## src/design/prc_pkg.sv

```systemverilog
`timescale 1ns / 1ps
package prc_pkg;

  localparam int MAX_TILES = 16;
  localparam int TILE_W    = 4;
  localparam int PERM_W    = 64;
  localparam int CODE_W    = 49;
  localparam int ERR_W     = 5;

  typedef logic [TILE_W-1:0] tile_t;
  typedef tile_t [MAX_TILES-1:0] list_t;

  typedef struct packed {
    logic              mode;
    logic [PERM_W-1:0] perm_in;
    logic [CODE_W-1:0] code_in;
    logic [PERM_W-1:0] perm_acc;
    logic [CODE_W-1:0] code_acc;
    logic [ERR_W-1:0]  err;
    list_t             list;
  } item_t;

  // Smallest width w with 2^w >= r
  function automatic int digit_width(input int r);
    int w;
    w = 0;
    while (w < 5 && (1 << w) < r) w++;
    return w;
  endfunction

  // Bit position of digit i in the packed code
  function automatic int digit_offset(input int tiles, input int i);
    int sum;
    sum = 0;
    for (int k = 0; k < i; k++) sum += digit_width(tiles - k);
    return sum;
  endfunction

endpackage

```

## src/design/prc_stage.sv

```systemverilog
`timescale 1ns / 1ps
module prc_stage #(
  parameter int STEP  = 0,
  parameter int TILES = 16
) (
  input  logic          clk,
  input  logic          rst,
  input  logic          in_vld,
  input  prc_pkg::item_t in_item,
  output logic          out_vld,
  output prc_pkg::item_t out_item
);

  localparam int R   = TILES - STEP;
  localparam int W   = prc_pkg::digit_width(R);
  localparam int OFS = prc_pkg::digit_offset(TILES, STEP);

  prc_pkg::tile_t tile;
  logic           found;
  logic [3:0]     hit_idx;
  logic [4:0]     raw5;
  logic           bad;
  logic [3:0]     digit;
  logic           err_inc;
  prc_pkg::list_t list_next;
  prc_pkg::item_t item_next;

  assign tile = in_item.perm_in[prc_pkg::TILE_W*STEP +: prc_pkg::TILE_W];

  // Search the live part of the list; entries are distinct
  always_comb begin
    found   = 1'b0;
    hit_idx = '0;
    for (int j = prc_pkg::MAX_TILES - 1; j >= 0; j--) begin
      if (j < R && in_item.list[j] == tile) begin
        found   = 1'b1;
        hit_idx = 4'(j);
      end
    end
  end

  generate
    if (W > 0) begin : g_dig
      assign raw5 = 5'(in_item.code_in[OFS +: W]);
    end else begin : g_nodig
      assign raw5 = '0;
    end
  endgenerate

  assign bad     = raw5 >= 5'(R);
  assign digit   = in_item.mode ? (bad ? 4'd0 : raw5[3:0]) : (found ? hit_idx : 4'd0);
  assign err_inc = in_item.mode ? bad : !found;

  // Drop the used entry and close the gap
  always_comb begin
    int src;
    for (int k = 0; k < prc_pkg::MAX_TILES; k++) begin
      src = (k + 1 < R && 4'(k) >= digit) ? k + 1 : k;
      list_next[k] = in_item.list[4'(src)];
    end
  end

  always_comb begin
    item_next      = in_item;
    item_next.list = list_next;
    item_next.err  = in_item.err + prc_pkg::ERR_W'(err_inc);
    if (in_item.mode) begin
      item_next.perm_acc[prc_pkg::TILE_W*STEP +: prc_pkg::TILE_W] = in_item.list[digit];
    end else begin
      item_next.code_acc = in_item.code_acc
                         | (prc_pkg::CODE_W'(digit) << OFS);
    end
  end

  always_ff @(posedge clk) begin
    if (rst) begin
      out_vld <= 1'b0;
    end else begin
      out_vld <= in_vld;
    end
  end

  always_ff @(posedge clk) begin
    out_item <= item_next;
  end

endmodule

```

## src/design/permutation_rank_codec_top.sv

```systemverilog
`timescale 1ns / 1ps
// Permutation rank codec: ranks a permutation of TILES four-bit tiles into a
// packed mixed-radix Lehmer code (mode 0) or unranks a code into a
// permutation (mode 1).
// Input: a beat is taken at each rising edge with start high and busy low.
// busy stays low, so a new beat may be issued in every cycle.
// Output: done is high for exactly one cycle with perm_out, code_out and
// error_count valid in that cycle; results leave in input order.
// Pipeline: one entry register, then one stage per digit, each stage
// searching and shrinking the list of unused tiles. Throughput: one beat
// per cycle, set by the one-digit-per-stage pipeline.
// Reset (rst, synchronous) clears all stage valid bits; beats in flight are
// dropped. The receiver cannot stall, so the pipeline never holds.
// error_count counts tiles not found in the list (encode) or digits out of
// range (decode).
module permutation_rank_codec_top #(
  parameter int TILES = 16
) (
  input  logic        clk,
  input  logic        rst,
  input  logic        start,
  output logic        busy,
  input  logic        mode,
  input  logic [63:0] perm_in,
  input  logic [48:0] code_in,
  output logic        done,
  output logic [63:0] perm_out,
  output logic [48:0] code_out,
  output logic [4:0]  error_count
);

  prc_pkg::item_t       pipe [0:TILES];
  logic [TILES:0]       vld;
  prc_pkg::item_t       entry_next;

  assign busy = 1'b0;

  always_comb begin
    entry_next          = '0;
    entry_next.mode     = mode;
    entry_next.perm_in  = perm_in;
    entry_next.code_in  = code_in;
    for (int k = 0; k < prc_pkg::MAX_TILES; k++) begin
      entry_next.list[k] = prc_pkg::tile_t'(k);
    end
  end

  always_ff @(posedge clk) begin
    if (rst) begin
      vld[0] <= 1'b0;
    end else begin
      vld[0] <= start && !busy;
    end
  end

  always_ff @(posedge clk) begin
    pipe[0] <= entry_next;
  end

  generate
    for (genvar s = 0; s < TILES; s++) begin : g_stage
      prc_stage #(
        .STEP  (s),
        .TILES (TILES)
      ) u_stage (
        .clk      (clk),
        .rst      (rst),
        .in_vld   (vld[s]),
        .in_item  (pipe[s]),
        .out_vld  (vld[s+1]),
        .out_item (pipe[s+1])
      );
    end
  endgenerate

  assign done        = vld[TILES];
  assign perm_out    = pipe[TILES].perm_acc;
  assign code_out    = pipe[TILES].code_acc;
  assign error_count = pipe[TILES].err;

endmodule

```

## config.mk

```make
export PLATFORM = sky130hd
export DESIGN_NAME = permutation_rank_codec_top
export DESIGN_NICKNAME = d
export VERILOG_FILES = /design/src/design/prc_pkg.sv /design/src/design/prc_stage.sv /design/src/design/permutation_rank_codec_top.sv
export SDC_FILE = /design/constraint.sdc
export NUM_CORES = 2
export LEC_CHECK = 0
export BUFFER_PORTS_ARGS = -buffer_cell sky130_fd_sc_hd__buf_4
export CAP_MARGIN = 0
export CORE_MARGIN = 2
export CORE_UTILIZATION = 35
export CTS_CLUSTER_DIAMETER = 50
export DETAILED_ROUTE_END_ITERATION = 7
export GPL_TIMING_DRIVEN = 0
export HOLD_SLACK_MARGIN = 0.05
export PLACE_DENSITY = 0.56
export SLEW_MARGIN = 40
export SYNTH_ARGS = -nofsm -noshare
export SYNTH_HDL_FRONTEND = slang
export SYNTH_HIERARCHICAL = 1
export SYNTH_SLANG_ARGS = --single-unit
```

## constraint.sdc

```tcl
create_clock -name clk -period 3.2 [get_ports clk]
set_input_delay 0.16 -clock clk [delete_from_list [all_inputs] [get_ports clk]]
set_output_delay 0.16 -clock clk [all_outputs]
set_load 0.01 [all_outputs]
```

### Yosys cells after proc, flatten, opt, wreduce, memory -nomap -nowiden

Memory sizes are Yosys's and may differ from the RTL's. A register that Yosys moved wholly into a read port is not among the register bits.
Index checks and enable logic that the tools add are counted.

* register bits after elaboration: 3610
* ROM bits: 1024
* output and inout port bits: 120
* word-level logic and storage cells: 1514
* memories: 16

* add/sub/neg operators: 15
* order comparisons: 254
* eq/ne operators: 135
* muxes and demuxes: 809
* bitwise gates (word level): 14
* reduce and logical (&&, ||, !) cells: 18

Memory list
* (no name shown): words 16, width 4, rd ports 1, clocked after memory_dff 1, wr ports 0, line prc_stage.sv:59 `list_next[k] = in_item.list[4'(src)];`
* (no name shown): words 16, width 4, rd ports 1, clocked after memory_dff 1, wr ports 0, line prc_stage.sv:59
* (no name shown): words 16, width 4, rd ports 1, clocked after memory_dff 1, wr ports 0, line prc_stage.sv:59
* (no name shown): words 16, width 4, rd ports 1, clocked after memory_dff 1, wr ports 0, line prc_stage.sv:59
* (no name shown): words 16, width 4, rd ports 1, clocked after memory_dff 1, wr ports 0, line prc_stage.sv:59
* (no name shown): words 16, width 4, rd ports 1, clocked after memory_dff 1, wr ports 0, line prc_stage.sv:59
* 10 more memories

Operator list (count)
* binary-select mux 4 bit (select 4 bit): 119
* 2-to-1 mux 4 bit: 395
* 2-to-1 mux 49 bit: 13
* < comparator 4 x 6 -> 1 bit, second input constant: 105
* equality test 4 bit: 120
* 2-to-1 mux 1 bit: 218
* >= comparator 3 x 4 -> 1 bit, first input constant: 38
* >= comparator 1 x 4 -> 1 bit, first input constant: 29
* >= comparator 4 bit, first input constant: 28
* >= comparator 2 x 4 -> 1 bit, first input constant: 25
* OR 49 bit: 2
* 2-to-1 mux 3 bit: 28
* 2-to-1 mux 2 bit: 36
* adder 5 x 1 -> 5 bit: 14
* < comparator 4 x 5 -> 1 bit, second input constant: 14
* OR 49 x 16 -> 49 bit: 1
* OR 49 x 20 -> 49 bit: 1
* OR 49 x 24 -> 49 bit: 1
* OR 49 x 28 -> 49 bit: 1
* OR 49 x 32 -> 49 bit: 1
* OR 49 x 36 -> 49 bit: 1
* OR 49 x 39 -> 49 bit: 1
* OR 49 x 42 -> 49 bit: 1
* OR 49 x 45 -> 49 bit: 1
* other kinds (17): 52

### Longest topological paths before layout

* word-level depth: 23
* gate-level depth with buffers: 13
* gate-level depth less buffers: 10

### Modules after synthesis

Netlist, hierarchy kept.

By module, submodules not included
* prc_stage at g_stage[0].u_stage: instances 1, cells each 588, area an instance 7966.4 µm², sequential area each 5305.1 µm²
* prc_stage at g_stage[1].u_stage: instances 1, cells each 531, area an instance 7739.9 µm², sequential area each 5305.1 µm²
* prc_stage at g_stage[3].u_stage: instances 1, cells each 559, area an instance 7693.6 µm², sequential area each 5305.1 µm²
* prc_stage at g_stage[2].u_stage: instances 1, cells each 553, area an instance 7666.1 µm², sequential area each 5305.1 µm²
* prc_stage at g_stage[5].u_stage: instances 1, cells each 567, area an instance 7666.1 µm², sequential area each 5305.1 µm²
* prc_stage at g_stage[4].u_stage: instances 1, cells each 545, area an instance 7533.5 µm², sequential area each 5305.1 µm²
* prc_stage at g_stage[6].u_stage: instances 1, cells each 497, area an instance 7274.5 µm², sequential area each 5305.1 µm²
* prc_stage at g_stage[7].u_stage: instances 1, cells each 488, area an instance 7235.7 µm², sequential area each 5305.1 µm²
* prc_stage at g_stage[9].u_stage: instances 1, cells each 470, area an instance 6935.4 µm², sequential area each 5305.1 µm²
* prc_stage at g_stage[8].u_stage: instances 1, cells each 457, area an instance 6880.3 µm², sequential area each 5305.1 µm²
* prc_stage at g_stage[10].u_stage: instances 1, cells each 424, area an instance 6705.2 µm², sequential area each 5305.1 µm²
* prc_stage at g_stage[11].u_stage: instances 1, cells each 415, area an instance 6537.5 µm², sequential area each 5305.1 µm²
* prc_stage at g_stage[12].u_stage: instances 1, cells each 376, area an instance 6228.5 µm², sequential area each 5305.1 µm²
* prc_stage at g_stage[13].u_stage: instances 1, cells each 364, area an instance 6113.4 µm², sequential area each 5305.1 µm²
* 3 more rows

### Worst setup path before layout

No wires, ideal clock.

* kind: flip-flop to flip-flop
* start point: reg g_stage[0].u_stage/out_item[236] (netlist bit)
* end point: reg g_stage[1].u_stage/out_item[122] (netlist bit)
* data arrival time: 2.747 ns
* data required time: 3.073 ns
* slack: 0.326 ns
* cell stages (with the launch flop): 12
* path buffers: 3
* path through: dfxtp_1 -> buf_6 -> buf_6 -> xor2_1 -> nor4_2 -> nor4_1 -> and4bb_4 -> o31ai_4 -> buf_6 -> mux2_2 -> a221oi_1 -> a31oi_1

* cells in the longest elaborated chain, start to end: 20
* elaborated cells between the ends (all ways): 49
* those cells by class: 15 x eq/ne; 34 x mux

Ends and longest elaborated chain
* from (decl): line prc_stage.sv:11 `output prc_pkg::item_t out_item`
* from (signal assigned): line prc_stage.sv:84 `out_item <= item_next;`
* equality test 4 bit: line prc_stage.sv:35 `if (j < R && in_item.list[j] == tile) begin`
* 2-to-1 mux 1 bit or 2-to-1 mux 4 bit (tied branches) (15 in series): line prc_stage.sv:35
* 2-to-1 mux 4 bit * (2 in series): line prc_stage.sv:51 `assign digit = in_item.mode ? (bad ? 4'd0 : raw5[3:0]) : (found ? hit_idx : 4'd0);`
* binary-select mux 4 bit (select 4 bit) *: line prc_stage.sv:68 `item_next.perm_acc[prc_pkg::TILE_W*STEP +: prc_pkg::TILE_W] = in_item.list[digit];`
* 2-to-1 mux 4 bit (not written as such) *: line prc_stage.sv:68
* to (signal assigned): line prc_stage.sv:84
* to (decl): line prc_stage.sv:11

Every way passes the cells marked *; elsewhere a longest branch is shown, timed or not. The select of a mux whose other input is x is not followed.
A chain may end at the register's enable or synchronous reset.

### Final worst setup path

* start point: reg g_stage[4].u_stage/out_item[251] (netlist bit)
* end point: reg g_stage[5].u_stage/out_item[140] (netlist bit)

* cells in the longest elaborated chain, start to end: 16
* elaborated cells between the ends (all ways): 37
* those cells by class: 11 x eq/ne; 26 x mux

Ends and longest elaborated chain (line)
* from (decl): prc_stage.sv:11
* from (signal assigned): prc_stage.sv:84
* equality test 4 bit: prc_stage.sv:35
* 2-to-1 mux 1 bit or 2-to-1 mux 4 bit (tied branches) (11 in series): prc_stage.sv:35
* 2-to-1 mux 4 bit * (2 in series): prc_stage.sv:51
* binary-select mux 4 bit (select 4 bit) *: prc_stage.sv:68
* 2-to-1 mux 4 bit (not written as such) *: prc_stage.sv:68
* to (signal assigned): prc_stage.sv:84
* to (decl): prc_stage.sv:11

Marked as above.

==> metrics list <==
- The flow ran to the end, but the final reports show violations.
- Number of routed nets with antenna violations: 0
- Deepest clock path buffer count: 4
- Number of warnings issued by yosys: 6
- Via-to-Cell Ratio: 4.13
- Cells after Synth: 6,051
- The max-slew violation total from the final report was 0.
- The via count of the first global-routing pass came to 46,100.
- From synthesis to final layout, the design area changed by 26.2%.
* Max-Slew Margin vs Limit: 53.7%
- Final hold violations: 0
- After detailed routing, the average wire length per cell comes to 15.5 µm.
- In this run, the number of DRC markers left after iteration 0 of detailed routing was around 2,100.
- Kind of end point of the critical path: flip-flop
* Most common cell after layout, fill and taps aside: sky130_fd_sc_hd__dfxtp_1
* Via count of the routed design: 45,400
* Synth Area per Inst: 14.5 µm²
- Setup skew after layout: 0.0896 ns
* Highest Clock Rate: 310 MHz
- Total die area: 255,000 µm²
* Clock slew seen by the registers of the worst setup and hold paths: about 0.060 ns
- In this run the power density over the cells is 972 nW/µm².
- Global routing consumed, over all layers together, 13.1% of the routing resources.
* Combined area of all synthesized cells: just under 90,000 µm²
- Commonest cells after routing, fill and taps aside: sky130_fd_sc_hd__dfxtp_1, sky130_fd_sc_hd__buf_4, sky130_fd_sc_hd__conb_1
* Worst hold slack after final layout: approximately 0.24 ns
- At the end of the flow, the number of nets in the layout was about 7,500.
- CP Data Required Time: ~4 ns
* Routability Congestion: 0.883
* Placement row count: approximately 180
- Setup repair after global routing missed its margin: true
- Leakage dissipation: 46.1 nW
* Die span in y: 505 µm
- In this run the worst path has a maximum fanout of 10.
- STA puts the critical path data arrival time at 3.97 ns.
- First-pass GRT wire length: approximately 260 mm
- The finished layout holds 11,000 standard cells, fillers aside.
* Critical path class: flip-flop to flip-flop
- CTS built an H-tree with a depth of 5.
- Cell area after layout: 111,000 µm²
- Violations in the final reports: setup timing
- Smallest setup slack after layout: -0.0259 ns
- Counting the buffers created by CTS gives 345.
- In this run the worst hold path is classified as flip-flop to flip-flop.
- The filler cells instantiated in the layout total 22,400.
* Largest net degree at the start of global routing: 17
- Worst Setup Start Kind: flip-flop
* Clk sink count: 3,184
* Die width: 505 µm
- The tool flagged a number of max-cap violations equal to 0.
- Dividing the final minimum period by the clock period gives 101%.
- Number of placed instances, taps included: 10,100
* Detailed Route WL: 170 mm
* Total gr overflow: 0
* Utilization after layout: 44.5%
- After detailed routing, the number of remaining DRC violations is 0.
* Number of antenna violations at the first check in global routing: 7
- Summing all placed instances gives a cell area of 95,400 µm².
- Clock root buffer: sky130_fd_sc_hd__clkbuf_16
- DP HPWL: approximately 120 mm
- Max rail drop VDD: 0.000564 V
* Ports: 237
* TritonCTS clock tree: yes
- Fraction of final layout cells sized beyond drive strength 1: 23.0%
- Subtracting the final worst setup slack from the clock period gives 3.23 ns.
* Starting density of the core: 35.2%
- In this run the tool buffered the top-level ports with 235 buffer cells.
* Clock Latency Late Sink: 0.94 ns
- Setup violations remaining at the end of the flow were counted as 1.
- Placeable Area: 249,000 µm²
* Slew at the pin closest to its max-slew limit: 0.689 ns
* Number of search-and-repair iterations in the first detailed-routing pass: 7
report_power, final:
group,internal (mW),leakage [nW],switching [mW]
Clock,22.8,5.49,15.0
Sequential,47.1,26.9,5.01
Combinational,8.84,13.7,8.90
Total,78.8,46.1,28.9
sequential cells by signal, summed over array words and instances, names as in the netlist:
signal	count
g_stage.u_stage/out_item	3053
g_stage.u_stage/out_vld	16
pipe	114
vld	1
through the flow:
step / setup slack, ns / TNS (ns) / total power [mW]
2_1_floorplan: 0.335 / 0 / 62.5
3_3_place_gp: -0.773 / -33.30 / 68.8
3_5_place_dp: -0.690 / -31.34 / 68.9
4_1_cts: -0.0865 / -0.170 / 108
5_1_grt: -0.148 / -0.417 / 113
6_report: -0.0259 / -0.0259 / 108
cell type report:
cell class / instances / area, µm² / area share, %
sequential: 3184 / 63800 / 57.5
multi-input combinational: 2974 / 24200 / 21.8
inverter: 47 / 176 / 0.159
tap: 3330 / 4170 / 3.76
buffer: 290 / 2450 / 2.21
clock buffer: 473 / 9710 / 8.76
clock inverter: 126 / 1480 / 1.34
timing repair buffer: 558 / 4880 / 4.41
antenna: 7 / 17.5 / 0.0158
per-layer routing:
metal,track usage (%),vias up,part of all wire (%)
met5,0,-,0
met4,4.71,0,2.7
met3,2.93,324,4.9
met2,21.5,1028,47
met1,16.8,21300,46
li1,-,22800,-
worst paths after layout:
check                                                        from                           endpoint  slack, ns  cells after the start
worst max register to register   g_stage[4].u_stage/out_item[251]   g_stage[5].u_stage/out_item[140]      -0.03                     12
worst min register to register  g_stage[10].u_stage/out_item[159]  g_stage[11].u_stage/out_item[159]       0.24                      0
worst min-delay path            g_stage[10].u_stage/out_item[159]  g_stage[11].u_stage/out_item[159]       0.24                      0
worst max-delay path             g_stage[4].u_stage/out_item[251]   g_stage[5].u_stage/out_item[140]      -0.03                     12
worst max-delay path: stages, from the launching register on:
cell	delay, ns
sky130_fd_sc_hd__dfxtp_4	0.36
sky130_fd_sc_hd__buf_12	0.16
sky130_fd_sc_hd__buf_4	0.16
sky130_fd_sc_hd__xor2_4	0.18
sky130_fd_sc_hd__nor4_4	0.09
sky130_fd_sc_hd__buf_4	0.16
sky130_fd_sc_hd__or4_4	0.53
sky130_fd_sc_hd__o31a_1	0.33
sky130_fd_sc_hd__buf_6	0.16
sky130_fd_sc_hd__nand2_4	0.14
sky130_fd_sc_hd__a211oi_2	0.07
sky130_fd_sc_hd__o41ai_4	0.53
sky130_fd_sc_hd__o221ai_1	0.20
what timing repair did:
action / CTS / global route
cloned: 1 / 1
buffers inserted: 33 / 55
pin swaps: 27 / 60
hold endpoints to repair: 131 / 0
setup endpoints to repair: 128 / 89
hold buffers: 233 / 0
gates resized for setup: 106 / 106
Note: power is estimated with default switching activity, not from simulation.
